===== src/sv/sccb_pkg.sv =====
`timescale 1ns / 1ps
// shared types and constants for the sccb register master
// no dependencies; compiled first

package sccb_pkg;

    localparam int PADDR_W = 3;
    localparam int PDATA_W = 32;

    // register map: index is paddr / 4
    typedef enum logic [0:0] {
        REG_DEVICE_ADDRESS = 1'b0
    } t_reg_idx;

    localparam logic [6:0] DEV_ADDR_RESET = 7'd92;

    // transaction kinds
    localparam logic OP_WRITE = 1'b0;
    localparam logic OP_READ  = 1'b1;

    typedef struct packed {
        logic        start_req;
        logic        op;
        logic [7:0]  reg_addr;
        logic [15:0] write_data;
        logic        sda_in;
    } t_in_item;

    typedef struct packed {
        logic        scl;
        logic        sda_oe;
        logic        sda_out;
        logic        busy_res;
        logic        done_res;
        logic [15:0] read_data;
        logic        nack;
    } t_out_item;

    // bus sequencer phases, one-hot
    typedef enum logic [17:0] {
        PH_IDLE = 18'b000000000000000001,
        PH_ST1  = 18'b000000000000000010,
        PH_ST2  = 18'b000000000000000100,
        PH_TXA  = 18'b000000000000001000,
        PH_TXB  = 18'b000000000000010000,
        PH_TXC  = 18'b000000000000100000,
        PH_AKA  = 18'b000000000001000000,
        PH_AKB  = 18'b000000000010000000,
        PH_AKC  = 18'b000000000100000000,
        PH_RXA  = 18'b000000001000000000,
        PH_RXB  = 18'b000000010000000000,
        PH_RXC  = 18'b000000100000000000,
        PH_MAA  = 18'b000001000000000000,
        PH_MAB  = 18'b000010000000000000,
        PH_MAC  = 18'b000100000000000000,
        PH_SP1  = 18'b001000000000000000,
        PH_SP2  = 18'b010000000000000000,
        PH_SP3  = 18'b100000000000000000
    } t_phase;

endpackage


===== src/sv/sccb_if.sv =====
`timescale 1ns / 1ps
// valid/ready channel interfaces for tick items and result items
// depends on sccb_pkg

interface sccb_in_if;
    import sccb_pkg::*;

    logic     valid;
    logic     ready;
    t_in_item payload;

    modport source (output valid, output payload, input ready);
    modport sink (input valid, input payload, output ready);
endinterface

interface sccb_out_if;
    import sccb_pkg::*;

    logic      valid;
    logic      ready;
    t_out_item payload;

    modport source (output valid, output payload, input ready);
    modport sink (input valid, input payload, output ready);
endinterface


===== src/sv/sccb_apb_regs.sv =====
`timescale 1ns / 1ps
// apb configuration register file: holds the device bus address
// depends on sccb_pkg

module sccb_apb_regs (
    input  logic                           i_clk,
    input  logic                           i_rst_n,
    input  logic                           i_psel,
    input  logic                           i_penable,
    input  logic                           i_pwrite,
    input  logic [sccb_pkg::PADDR_W-1:0]   i_paddr,
    input  logic [sccb_pkg::PDATA_W-1:0]   i_pwdata,
    output logic [sccb_pkg::PDATA_W-1:0]   o_prdata,
    output logic                           o_pready,
    output logic [6:0]                     o_device_address
);
    import sccb_pkg::*;

    logic [6:0] r_dev_addr;
    logic       wr_en;
    t_reg_idx   idx;

    assign idx      = t_reg_idx'(i_paddr[PADDR_W-1]);
    assign wr_en    = i_psel && i_penable && i_pwrite;
    assign o_pready = 1'b1;

    always_ff @(posedge i_clk) begin
        if (!i_rst_n) begin
            r_dev_addr <= DEV_ADDR_RESET;
        end else if (wr_en && idx == REG_DEVICE_ADDRESS) begin
            r_dev_addr <= i_pwdata[6:0];
        end
    end

    always_comb begin
        o_prdata = '0;
        if (idx == REG_DEVICE_ADDRESS) begin
            o_prdata = {{(PDATA_W-7){1'b0}}, r_dev_addr};
        end
    end

    assign o_device_address = r_dev_addr;
endmodule


===== src/sv/sccb_register_master.sv =====
`timescale 1ns / 1ps
// sccb / i2c master for 16-bit register write and read, one bus tick per transfer
// the result of a tick transfer is registered: it is on o_rsp in the cycle after it is accepted
// throughput: one tick per cycle while o_rsp is ready; the output register lets a new tick in while
//   the previous result is taken in the same cycle
// reset (synchronous, active low): sequencer idle, scl high, data line released,
//   read data and nack cleared, device address back to 92
// depends on sccb_pkg, sccb_if, sccb_apb_regs

module sccb_register_master (
    input  logic                           i_clk,
    input  logic                           i_rst_n,
    sccb_in_if.sink                        i_req,
    sccb_out_if.source                     o_rsp,
    input  logic                           psel,
    input  logic                           penable,
    input  logic                           pwrite,
    input  logic [sccb_pkg::PADDR_W-1:0]   paddr,
    input  logic [sccb_pkg::PDATA_W-1:0]   pwdata,
    output logic [sccb_pkg::PDATA_W-1:0]   prdata,
    output logic                           pready
);
    import sccb_pkg::*;

    // configuration
    logic [6:0] dev_addr;

    sccb_apb_regs u_regs (
        .i_clk            (i_clk),
        .i_rst_n          (i_rst_n),
        .i_psel           (psel),
        .i_penable        (penable),
        .i_pwrite         (pwrite),
        .i_paddr          (paddr),
        .i_pwdata         (pwdata),
        .o_prdata         (prdata),
        .o_pready         (pready),
        .o_device_address (dev_addr)
    );

    // sequencer state
    t_phase      r_phase,     n_phase;
    logic [3:0]  r_bit_idx,   n_bit_idx;
    logic [2:0]  r_byte_idx,  n_byte_idx;
    logic [7:0]  r_shift,     n_shift;
    logic [7:0]  r_held_reg,  n_held_reg;
    logic [15:0] r_held_val,  n_held_val;
    logic        r_held_kind, n_held_kind;
    // line levels: scl, output enable, data latch
    logic        r_scl,       n_scl;
    logic        r_oe,        n_oe;
    logic        r_sda,       n_sda;
    logic        r_nack_seen, n_nack_seen;
    logic [15:0] r_read_data, n_read_data;

    // result register
    logic        r_out_valid;
    t_out_item   r_out;
    t_out_item   n_out;

    logic        in_fire;
    logic        busy;
    logic        done;
    t_phase      cur_phase;

    // byte sent at each position of the transaction
    function automatic logic [7:0] byte_for(
        input logic [2:0]  idx,
        input logic [6:0]  dev,
        input logic        kind,
        input logic [7:0]  regn,
        input logic [15:0] val
    );
        logic [7:0] b;
        b = 8'hFF;
        case (idx)
            3'd0:    b = {dev, 1'b0};
            3'd1:    b = regn;
            3'd2:    b = (kind == OP_READ) ? {dev, 1'b1} : val[15:8];
            3'd3:    b = val[7:0];
            default: b = 8'hFF;
        endcase
        return b;
    endfunction

    // output register frees up when its content is taken this cycle
    assign i_req.ready = !r_out_valid || o_rsp.ready;
    assign in_fire     = i_req.valid && i_req.ready;

    always_comb begin
        n_phase     = r_phase;
        n_bit_idx   = r_bit_idx;
        n_byte_idx  = r_byte_idx;
        n_shift     = r_shift;
        n_held_reg  = r_held_reg;
        n_held_val  = r_held_val;
        n_held_kind = r_held_kind;
        n_scl       = r_scl;
        n_oe        = r_oe;
        n_sda       = r_sda;
        n_nack_seen = r_nack_seen;
        n_read_data = r_read_data;
        busy        = 1'b1;
        done        = 1'b0;
        cur_phase   = r_phase;

        // a request in idle makes this very tick the first start tick
        if (r_phase == PH_IDLE && i_req.payload.start_req) begin
            n_held_kind = i_req.payload.op;
            n_held_reg  = i_req.payload.reg_addr;
            n_held_val  = i_req.payload.write_data;
            n_nack_seen = 1'b0;
            n_byte_idx  = '0;
            n_bit_idx   = '0;
            cur_phase   = PH_ST1;
        end

        unique case (cur_phase)
            PH_ST1: begin
                {n_scl, n_oe, n_sda} = 3'b111;
                n_phase = PH_ST2;
            end
            PH_ST2: begin
                {n_scl, n_oe, n_sda} = 3'b110;
                n_shift   = byte_for(r_byte_idx, dev_addr, r_held_kind, r_held_reg,
                                     r_held_val);
                n_bit_idx = '0;
                n_phase   = PH_TXA;
            end
            PH_TXA: begin
                {n_scl, n_oe, n_sda} = {2'b01, r_sda};
                n_phase = PH_TXB;
            end
            PH_TXB: begin
                {n_scl, n_oe, n_sda} = {2'b01, r_shift[7]};
                n_phase = PH_TXC;
            end
            PH_TXC: begin
                {n_scl, n_oe, n_sda} = {2'b11, r_shift[7]};
                n_shift   = {r_shift[6:0], 1'b0};
                n_bit_idx = r_bit_idx + 4'd1;
                n_phase   = (n_bit_idx >= 4'd8) ? PH_AKA : PH_TXA;
            end
            PH_AKA: begin
                {n_scl, n_oe, n_sda} = {2'b00, r_sda};
                n_phase = PH_AKB;
            end
            PH_AKB: begin
                // slave acknowledge sampled while scl is high
                {n_scl, n_oe, n_sda} = {2'b10, r_sda};
                if (i_req.payload.sda_in) begin
                    n_nack_seen = 1'b1;
                end
                n_phase = PH_AKC;
            end
            PH_AKC: begin
                {n_scl, n_oe, n_sda} = {2'b00, r_sda};
                n_byte_idx = r_byte_idx + 3'd1;
                if (r_held_kind == OP_WRITE) begin
                    if (n_byte_idx < 3'd4) begin
                        n_shift   = byte_for(n_byte_idx, dev_addr, r_held_kind,
                                             r_held_reg, r_held_val);
                        n_bit_idx = '0;
                        n_phase   = PH_TXA;
                    end else begin
                        n_phase = PH_SP1;
                    end
                end else if (n_byte_idx == 3'd2) begin
                    // repeated start before the read address byte
                    n_phase = PH_ST1;
                end else if (n_byte_idx < 3'd2) begin
                    n_shift   = byte_for(n_byte_idx, dev_addr, r_held_kind,
                                         r_held_reg, r_held_val);
                    n_bit_idx = '0;
                    n_phase   = PH_TXA;
                end else begin
                    n_bit_idx = '0;
                    n_shift   = '0;
                    n_phase   = PH_RXA;
                end
            end
            PH_RXA: begin
                {n_scl, n_oe, n_sda} = {2'b00, r_sda};
                n_phase = PH_RXB;
            end
            PH_RXB: begin
                {n_scl, n_oe, n_sda} = {2'b10, r_sda};
                n_shift = {r_shift[6:0], i_req.payload.sda_in};
                n_phase = PH_RXC;
            end
            PH_RXC: begin
                {n_scl, n_oe, n_sda} = {2'b00, r_sda};
                n_bit_idx = r_bit_idx + 4'd1;
                n_phase   = (n_bit_idx >= 4'd8) ? PH_MAA : PH_RXA;
            end
            PH_MAA: begin
                {n_scl, n_oe, n_sda} = {2'b01, r_sda};
                n_phase = PH_MAB;
            end
            PH_MAB: begin
                // ack after the first received byte, nack after the second
                {n_scl, n_oe, n_sda} = {2'b01, (r_byte_idx != 3'd3)};
                n_phase = PH_MAC;
            end
            PH_MAC: begin
                {n_scl, n_oe, n_sda} = {2'b11, r_sda};
                n_held_val = {r_held_val[7:0], r_shift};
                n_byte_idx = r_byte_idx + 3'd1;
                if (n_byte_idx == 3'd4) begin
                    n_bit_idx = '0;
                    n_shift   = '0;
                    n_phase   = PH_RXA;
                end else begin
                    n_phase = PH_SP1;
                end
            end
            PH_SP1: begin
                {n_scl, n_oe, n_sda} = 3'b010;
                n_phase = PH_SP2;
            end
            PH_SP2: begin
                {n_scl, n_oe, n_sda} = 3'b110;
                n_phase = PH_SP3;
            end
            PH_SP3: begin
                {n_scl, n_oe, n_sda} = 3'b101;
                done = 1'b1;
                if (r_held_kind == OP_READ) begin
                    n_read_data = r_held_val;
                end
                n_phase = PH_IDLE;
            end
            default: begin
                // idle tick without a request: lines hold
                busy    = 1'b0;
                n_phase = PH_IDLE;
            end
        endcase

        n_out.scl       = n_scl;
        n_out.sda_oe    = n_oe;
        n_out.sda_out   = n_sda;
        n_out.busy_res  = busy;
        n_out.done_res  = done;
        n_out.read_data = n_read_data;
        n_out.nack      = n_nack_seen;
    end

    // sequencer state advances only on an accepted tick
    always_ff @(posedge i_clk) begin
        if (!i_rst_n) begin
            r_phase     <= PH_IDLE;
            r_bit_idx   <= '0;
            r_byte_idx  <= '0;
            r_shift     <= '0;
            r_held_reg  <= '0;
            r_held_val  <= '0;
            r_held_kind <= 1'b0;
            r_scl       <= 1'b1;
            r_oe        <= 1'b0;
            r_sda       <= 1'b1;
            r_nack_seen <= 1'b0;
            r_read_data <= '0;
        end else if (in_fire) begin
            r_phase     <= n_phase;
            r_bit_idx   <= n_bit_idx;
            r_byte_idx  <= n_byte_idx;
            r_shift     <= n_shift;
            r_held_reg  <= n_held_reg;
            r_held_val  <= n_held_val;
            r_held_kind <= n_held_kind;
            r_scl       <= n_scl;
            r_oe        <= n_oe;
            r_sda       <= n_sda;
            r_nack_seen <= n_nack_seen;
            r_read_data <= n_read_data;
        end
    end

    // result register: valid is control, payload loads on each accepted tick
    always_ff @(posedge i_clk) begin
        if (!i_rst_n) begin
            r_out_valid <= 1'b0;
        end else begin
            r_out_valid <= in_fire || (r_out_valid && !o_rsp.ready);
        end
    end

    always_ff @(posedge i_clk) begin
        if (in_fire) begin
            r_out <= n_out;
        end
    end

    assign o_rsp.valid   = r_out_valid;
    assign o_rsp.payload = r_out;

    // a done pulse always falls on a busy tick
    a_done_busy: assert property (@(posedge i_clk) disable iff (!i_rst_n)
        in_fire && n_out.done_res |-> n_out.busy_res)
        else $error("done without busy");

    // the stop tick returns the sequencer to idle
    a_done_idle: assert property (@(posedge i_clk) disable iff (!i_rst_n)
        in_fire && n_out.done_res |=> r_phase == PH_IDLE)
        else $error("sequencer not idle after stop");

    // read data moves only on a done tick
    a_read_hold: assert property (@(posedge i_clk) disable iff (!i_rst_n)
        in_fire && !n_out.done_res |=> r_read_data == $past(r_read_data))
        else $error("read data changed outside a done tick");

    // a new transaction starts with the nack flag clear
    a_nack_clear: assert property (@(posedge i_clk) disable iff (!i_rst_n)
        in_fire && r_phase == PH_IDLE && i_req.payload.start_req
        |=> !r_nack_seen && r_phase == PH_ST2)
        else $error("start did not clear nack");
endmodule

===== src/flat_wrapper.sv =====
// flat-port wrapper written by rule: the top's interface ports become plain ports
module sccb_register_master_flat import sccb_pkg::*;
  (i_clk, i_rst_n, psel, penable, pwrite, paddr, pwdata, prdata, pready, i_req_valid, i_req_payload, i_req_ready, o_rsp_valid, o_rsp_payload, o_rsp_ready);
  sccb_in_if i_req_i ();
  sccb_out_if o_rsp_i ();
  input  logic i_clk;
  input  logic i_rst_n;
  input  logic psel;
  input  logic penable;
  input  logic pwrite;
  input  logic [sccb_pkg::PADDR_W-1:0] paddr;
  input  logic [sccb_pkg::PDATA_W-1:0] pwdata;
  output logic [sccb_pkg::PDATA_W-1:0] prdata;
  output logic pready;
  input wire logic [$bits(i_req_i.valid)-1:0] i_req_valid;
  input wire logic [$bits(i_req_i.payload)-1:0] i_req_payload;
  output wire logic [$bits(i_req_i.ready)-1:0] i_req_ready;
  output wire logic [$bits(o_rsp_i.valid)-1:0] o_rsp_valid;
  output wire logic [$bits(o_rsp_i.payload)-1:0] o_rsp_payload;
  input wire logic [$bits(o_rsp_i.ready)-1:0] o_rsp_ready;
  assign i_req_i.valid = i_req_valid;
  assign i_req_i.payload = i_req_payload;
  assign i_req_ready = i_req_i.ready;
  assign o_rsp_valid = o_rsp_i.valid;
  assign o_rsp_payload = o_rsp_i.payload;
  assign o_rsp_i.ready = o_rsp_ready;
  sccb_register_master u_core (.i_clk(i_clk), .i_rst_n(i_rst_n), .i_req(i_req_i), .o_rsp(o_rsp_i), .psel(psel), .penable(penable), .pwrite(pwrite), .paddr(paddr), .pwdata(pwdata), .prdata(prdata), .pready(pready));
endmodule

===== config.mk =====
export PLATFORM = sky130hd
export DESIGN_NAME = sccb_register_master_flat
export DESIGN_NICKNAME = d
export VERILOG_FILES = /design/src/sv/sccb_pkg.sv /design/src/sv/sccb_if.sv /design/src/sv/sccb_apb_regs.sv /design/src/sv/sccb_register_master.sv /design/src/flat_wrapper.sv
export SDC_FILE = /design/constraint.sdc
export NUM_CORES = 1
export LEC_CHECK = 0
export ABC_CLOCK_PERIOD_IN_PS = 4550
export BUFFER_PORTS_ARGS = -buffer_cell sky130_fd_sc_hd__buf_2
export CAP_MARGIN = 20
export CELL_PAD_IN_SITES_DETAIL_PLACEMENT = 1
export CELL_PAD_IN_SITES_GLOBAL_PLACEMENT = 2
export CORE_AREA = 2 2 133 135
export DETAILED_ROUTE_END_ITERATION = 16
export DIE_AREA = 0 0 135 137
export PLACE_DENSITY = 0.92
export SLEW_MARGIN = 30
export SYNTH_ARGS = -nofsm -noshare
export SYNTH_HDL_FRONTEND = slang
export SYNTH_HIERARCHICAL = 1
export SYNTH_SLANG_ARGS = --single-unit

===== constraint.sdc =====
create_clock -name i_clk -period 4.55 [get_ports i_clk]
set_input_delay 0.2275 -clock i_clk [delete_from_list [all_inputs] [get_ports i_clk]]
set_output_delay 0.2275 -clock i_clk [all_outputs]
set_load 0.01 [all_outputs]

* Word level (Yosys, flattened, before mapping)
Cells that the tools add are included.
Word-level totals: bits of input ports 69, logic and storage cells 125, register bits 108, output and inout port bits 57
Cells by class: reductions and logical operators 29, bitwise gates (word level) 1, eq/ne operators 29, add/sub/neg operators 2, mux-type cells 40, order comparisons 3
Operators by type and width (number):
- 18-bit one-hot mux with 16 select lines | 1
- 16-bit 2-to-1 mux | 6
- 8-bit one-hot mux with 4 select lines | 2
- 18-bit 2-to-1 mux | 3
- 8-bit 2-to-1 mux | 6
- 8-bit one-hot mux with 5 select lines | 1
- 8-bit one-hot mux with 3 select lines | 1
- 4-bit 2-to-1 mux | 5
- 18-bit by 1-bit equality test with 1-bit output (second input constant) | 1
- 18-bit by 10-bit equality test with 1-bit output (second input constant) | 1
- 18-bit by 11-bit equality test with 1-bit output (second input constant) | 1
- 18-bit by 12-bit equality test with 1-bit output (second input constant) | 1
- 18-bit by 13-bit equality test with 1-bit output (second input constant) | 1
- 18-bit by 14-bit equality test with 1-bit output (second input constant) | 1
- 18-bit by 15-bit equality test with 1-bit output (second input constant) | 1
- 18-bit by 16-bit equality test with 1-bit output (second input constant) | 1
- 18-bit by 17-bit equality test with 1-bit output (second input constant) | 1
- 18-bit equality test (second input constant) | 1
- 18-bit by 2-bit equality test with 1-bit output (second input constant) | 1
- 18-bit by 3-bit equality test with 1-bit output (second input constant) | 1
- 18-bit by 4-bit equality test with 1-bit output (second input constant) | 1
- 18-bit by 5-bit equality test with 1-bit output (second input constant) | 1
- 18-bit by 6-bit equality test with 1-bit output (second input constant) | 1
- 18-bit by 7-bit equality test with 1-bit output (second input constant) | 1
- other kinds (38) | 63

* Longest topological paths before layout
depth in word-level cells 7, mapped depth 9, depth with buffers taken out 8

* Hierarchy
Netlist, hierarchy kept.
Modules (own cells, without submodules):
- sccb_register_master | area each 5482.8 sq um, instances 1, seq. area each 2242.2 sq um, cells an instance 609
- sccb_apb_regs | area each 571.8 sq um, instances 1, seq. area each 140.1 sq um, cells an instance 66

* Worst setup path after synthesis
Ideal clock, no wire load.
kind register to register, start point register u_core.r_phase[9], end point register u_core.r_out, in the netlist u_core/o_rsp.payload[12] (data pin), arrival 2.112 ns, required time 4.290 ns, period minus slack after synthesis 2.372 ns, cell stages (with the launch flop) 8, setup slack 2.178 ns, cell sequence dfxtp_1 clkbuf_1 nor4_1 nand4_1 or3_1 buf_4 buf_2 mux2_2
Between the ends: longest elaborated chain between the ends 5
RTL lines:
- from (decl) | line sccb_register_master.sv:42 | t_phase r_phase, n_phase;
- from (signal assigned) | line sccb_register_master.sv:265 | r_phase <= n_phase;
- 18-bit by 1-bit equality test with 1-bit output | line sccb_register_master.sv:108 | if (r_phase == PH_IDLE && i_req.payload.start_req) begin
- 1-bit logical AND | line sccb_register_master.sv:108
- 18-bit 2-to-1 mux (*) | line sccb_register_master.sv:108
- 18-bit equality test (*) | line sccb_register_master.sv:118 | unique case (cur_phase)
- 16-bit 2-to-1 mux (*) | line sccb_register_master.sv:118
- net u_core.n_read_data[11] | line sccb_register_master.sv:54 | logic [15:0] r_read_data, n_read_data;
- to (signal assigned) | line sccb_register_master.sv:291 | r_out <= n_out;
- to (decl) | line sccb_register_master.sv:58 | t_out_item r_out;
The timed path passes the listed nets; every way through them passes the cells marked *. A chain may end at the register's enable or synchronous reset.

* Final worst setup path
start point register u_core.r_phase[6], end point register u_core.r_held_val[10]
Between the ends: longest elaborated chain between the ends 6, elaborated cells on any way between the ends 7
RTL lines:
- 18-bit by 1-bit equality test with 1-bit output | line sccb_register_master.sv:108
- 1-bit logical AND | line sccb_register_master.sv:108
- 18-bit 2-to-1 mux | line sccb_register_master.sv:108
- 18-bit by 15-bit equality test with 1-bit output | line sccb_register_master.sv:118
- 2-bit nonzero test (no source line)
- 2-bit AND reduction (no source line)
- to (signal assigned) | line sccb_register_master.sv:270 | r_held_val <= n_held_val;
- to (decl) | line sccb_register_master.sv:47 | logic [15:0] r_held_val, n_held_val;
Parallel ways exist; a longest one is shown, timed or not.

==> flow_metrics.py <==
metrics = {
    "global_route": {
        "grt_pass1_vias": 5234,
        "overflow": 0,
        "grt_max_degree": 61,
        "grt_pass1_wl_um": 28500,
        "antenna_found_initial": 0,
        "track_usage": 0.195,
    },
    "sta": {
        "grt_setup_unrepaired": "false",
        "drv_slew": 0,
        "tns_ns": 0,
        "final_hold_viol_count": 0,
        "finalCritPeriodShare": 0.745,
        "slew_headroom": 0.358,
        "fmax_mhz": 295,
        "worst_slew_pin_slew_ns": 0.962,
        "setup_violations": 0,
        "holdWs_ns": 0.114,
        "finClkSkew_ns": 0.00705,
        "period_minus_slack_ns": 3.39,
        "worst_slack_ns": 1.16,
    },
    "floorplanning": {
        "ios": 126,
        "die-width_um": 135,
        "start_util": 0.355,
        "die_area_um2": 18500,
        "dieHeight_um": 137,
        "core_um2": 17100,
        "num_rows": 48,
    },
    "layout": {
        "stdcell_count": 944,
        "antennaDiodeCount": 0,
        "register_area_um2": 2380,
        "utilization": 0.393,
        "largest_reg_flops": 22,
        "area_growth_pct": 10.6,
        "finalNetCount": 791,
        "nFillCells": 2027,
        "drive_gt1_frac": 0.188,
        "multiInputGateArea_um2": 3320,
    },
    "clock_network": {
        "cts_tree": "yes",
        "cts_root_buf": "clkbuf_16",
        "clock-sinks": 108,
        "clk_pin_slew_ns": 0.07,
        "post_cts_buffers": 0,
        "cts_buffers": 9,
        "postCtsHoldBufs": 0,
        "insertion_delay_ns": 0.35,
        "ctsResizeCount": 0,
        "cts_max_level": 3,
        "cts.path.max_buffers": 2,
    },
    "place": {
        "placement.io_buffers": 72,
        "post-dp-hpwl_um": 13100,
        "pre_cts_ws_ns": 1.21,
        "dp.cells": 929,
        "routabilityCongestion": 0.869,
    },
    "synthesis": {
        "avgSynthCellArea_um2": 8.97,
        "synth_simple_gate_area_frac": 0.241,
        "synthArstFlopShare": 0,
        "synth_top_family_by_area": "simple AND/OR/NAND/NOR gates",
        "synth_xor_area_frac": 0.0101,
        "yosys.area_share.adder": 0.0145,
        "yosys_warnings": 6,
        "synth_edf_count": 22,
        "synth_compound_area_frac": 0.217,
        "synth-seq-cells": 108,
        "ys_seq_area_frac": 0.393,
        "ys.flop_type": "dfxtp_1",
        "synth.area.mux_share": 0.0467,
        "synth_cells": 675,
        "synth_area_um2": 6050,
        "ys_types": 68,
    },
    "route": {
        "vias_per_cell": 5.59,
        "first_iter_violations": 426,
        "drt_wl_total_um": 17800,
        "drtAntennaViolNets": 0,
        "wl_per_cell_um": 18.9,
        "post-route-drc-count": 0,
        "drt-pass1-iter-count": 8,
        "via_count": 5275,
    },
    "worst_setup_path": {
        "crit_type": "reg2reg",
        "crit_arrival_ns": 3.64,
        "crit_family": "simple AND/OR/NAND/NOR gates",
        "crit_slowest_cell": "a21oi_4",
        "crit_fanout": 32,
        "cp.buffers_inverters": 1,
        "worst_ep_required_time_ns": 4.80,
        "r2r-end": "u_core/r_held_val[10]",
        "cp_cell_sequence": "or4_1 -> nor4_4 -> buf_4 -> nand2_1 -> a21oi_4 -> nand3_1 -> o211a_1",
        "r2r_start": "u_core/r_phase[6]",
        "cp-start-kind": "flop",
        "r2r_cells": 7,
        "end_kind": "flop",
        "r2r_slack_ns": 1.16,
        "max_stage_delay_ns": 0.82,
    },
    "power": {
        "p_leak_nw": 2.71,
        "ir_drop_mv": 0.191,
        "cellPowerDensity_nw_per_um2": 298,
    },
    "status": {
        "status": "finished clean",
    },
    "min_path": {
        "hold_end": "u_core/u_regs/o_device_address[0]",
        "hold_path.class": "in2reg",
        "min_path_cells": 3,
        "min-delay-start": "pwdata[0]",
    },
    "run": {
        "cap_violations": 0,
    },
}
metal layers:
metal	vias to the layer above	wire length [um]	share of wire	GRT usage
met5	-	0	0	0
li1	2533	-	-	-
met3	17	818	0.046	0.0259
met1	2572	8580	0.48	0.270
met2	153	8160	0.46	0.318
met4	0	247	0.014	0.0584
worst max-delay path by stage:
stage / startpoint / to / depth (start not counted)
floorplan: u_core/r_phase[9] / u_core/o_rsp.payload[12] / 7
global placement: u_core/r_phase[2] / u_core/r_held_val[8] / 7
detailed placement: u_core/r_phase[6] / u_core/r_held_val[10] / 7
CTS: u_core/r_phase[6] / u_core/r_held_val[10] / 7
global route: u_core/r_phase[2] / u_core/r_held_val[10] / 7
finish: u_core/r_phase[6] / u_core/r_held_val[10] / 7
cell usage after synthesis (all sizes together) (3+ instances only):
library cell    n  area [um^2]
a2111oi         8         76.3
a211oi          3         22.5
a21boi         38          285
a21oi          18          101
a222oi         14          140
a22o            4         43.8
a2bb2oi         7         61.3
a311oi          7         61.3
a32oi           5         43.8
and2            3         18.8
and2b           7         61.3
and3            3         18.8
and4b           4         40.0
buf            45          322
clkbuf         29          109
dfxtp          86         1720
edfxtp         22          661
ha              7         87.6
inv             7         26.3
mux2           18          203
mux2i           8         80.1
nand2         115          432
nand3          54          275
nand3b          3         22.5
nand4           8         50.1
nor2           28          121
nor2b          15         93.8
nor3            6         30.0
nor4           11         98.8
nor4b           7         61.3
o211a          17          170
o21ai          21          105
or3             4         25.0
or4             6         52.6
xor2            5         43.8
worst min-delay path, delay by kind of cell:
family        cells  cell delay, ns
buf+inv           1            0.10
mux               1            0.05
simple gates      1            0.05
area by class of cell:
class	instances	area share
inverters	7	0.00392
clock inverters	6	0.00729
repair buffers	79	0.0617
flip-flops and latches	108	0.356
well taps	225	0.0420
multi-input cells	510	0.496
clock buffers	9	0.0336
power breakdown:
group | internal, mW | switching, mW | leakage (nW)
combinational | 0.0766 | 0.130 | 1.67
clock | 0.374 | 0.371 | 0.130
sequential | 1.01 | 0.0379 | 0.913
total | 1.46 | 0.540 | 2.71
stage by stage:
step,instance area [um^2],total power [mW]
2_1_floorplan,6140,1.21
3_3_place_gp,6420,1.26
3_5_place_dp,6420,1.27
4_1_cts,6700,2.02
5_1_grt,6700,2.08
6_report,6700,2.00
kinds of logic (layout without fill, tap and decap cells):
family                   after synthesis  after routing
XOR/XNOR                               7              7
multiplexers                          26             26
AO/OA/AOI/OAI                        163            163
AND/OR/NAND/NOR                      281            281
other                                  2             26
buffers and inverters                 81            101
adder cells (fa/ha/maj)                7              7
flip-flops                           108            108
layout by cell type, fill, tap and decap left out, types with 18 or more instances in the layout:
cell      count
nor2_1       27
buf_2        72
nand2_1     115
dfxtp_1      86
edfxtp_1     22
mux2_2       18
a21boi_0     38
conb_1       26
o21ai_0      20
nand3_1      53
Power figures use the tool's default switching activity.
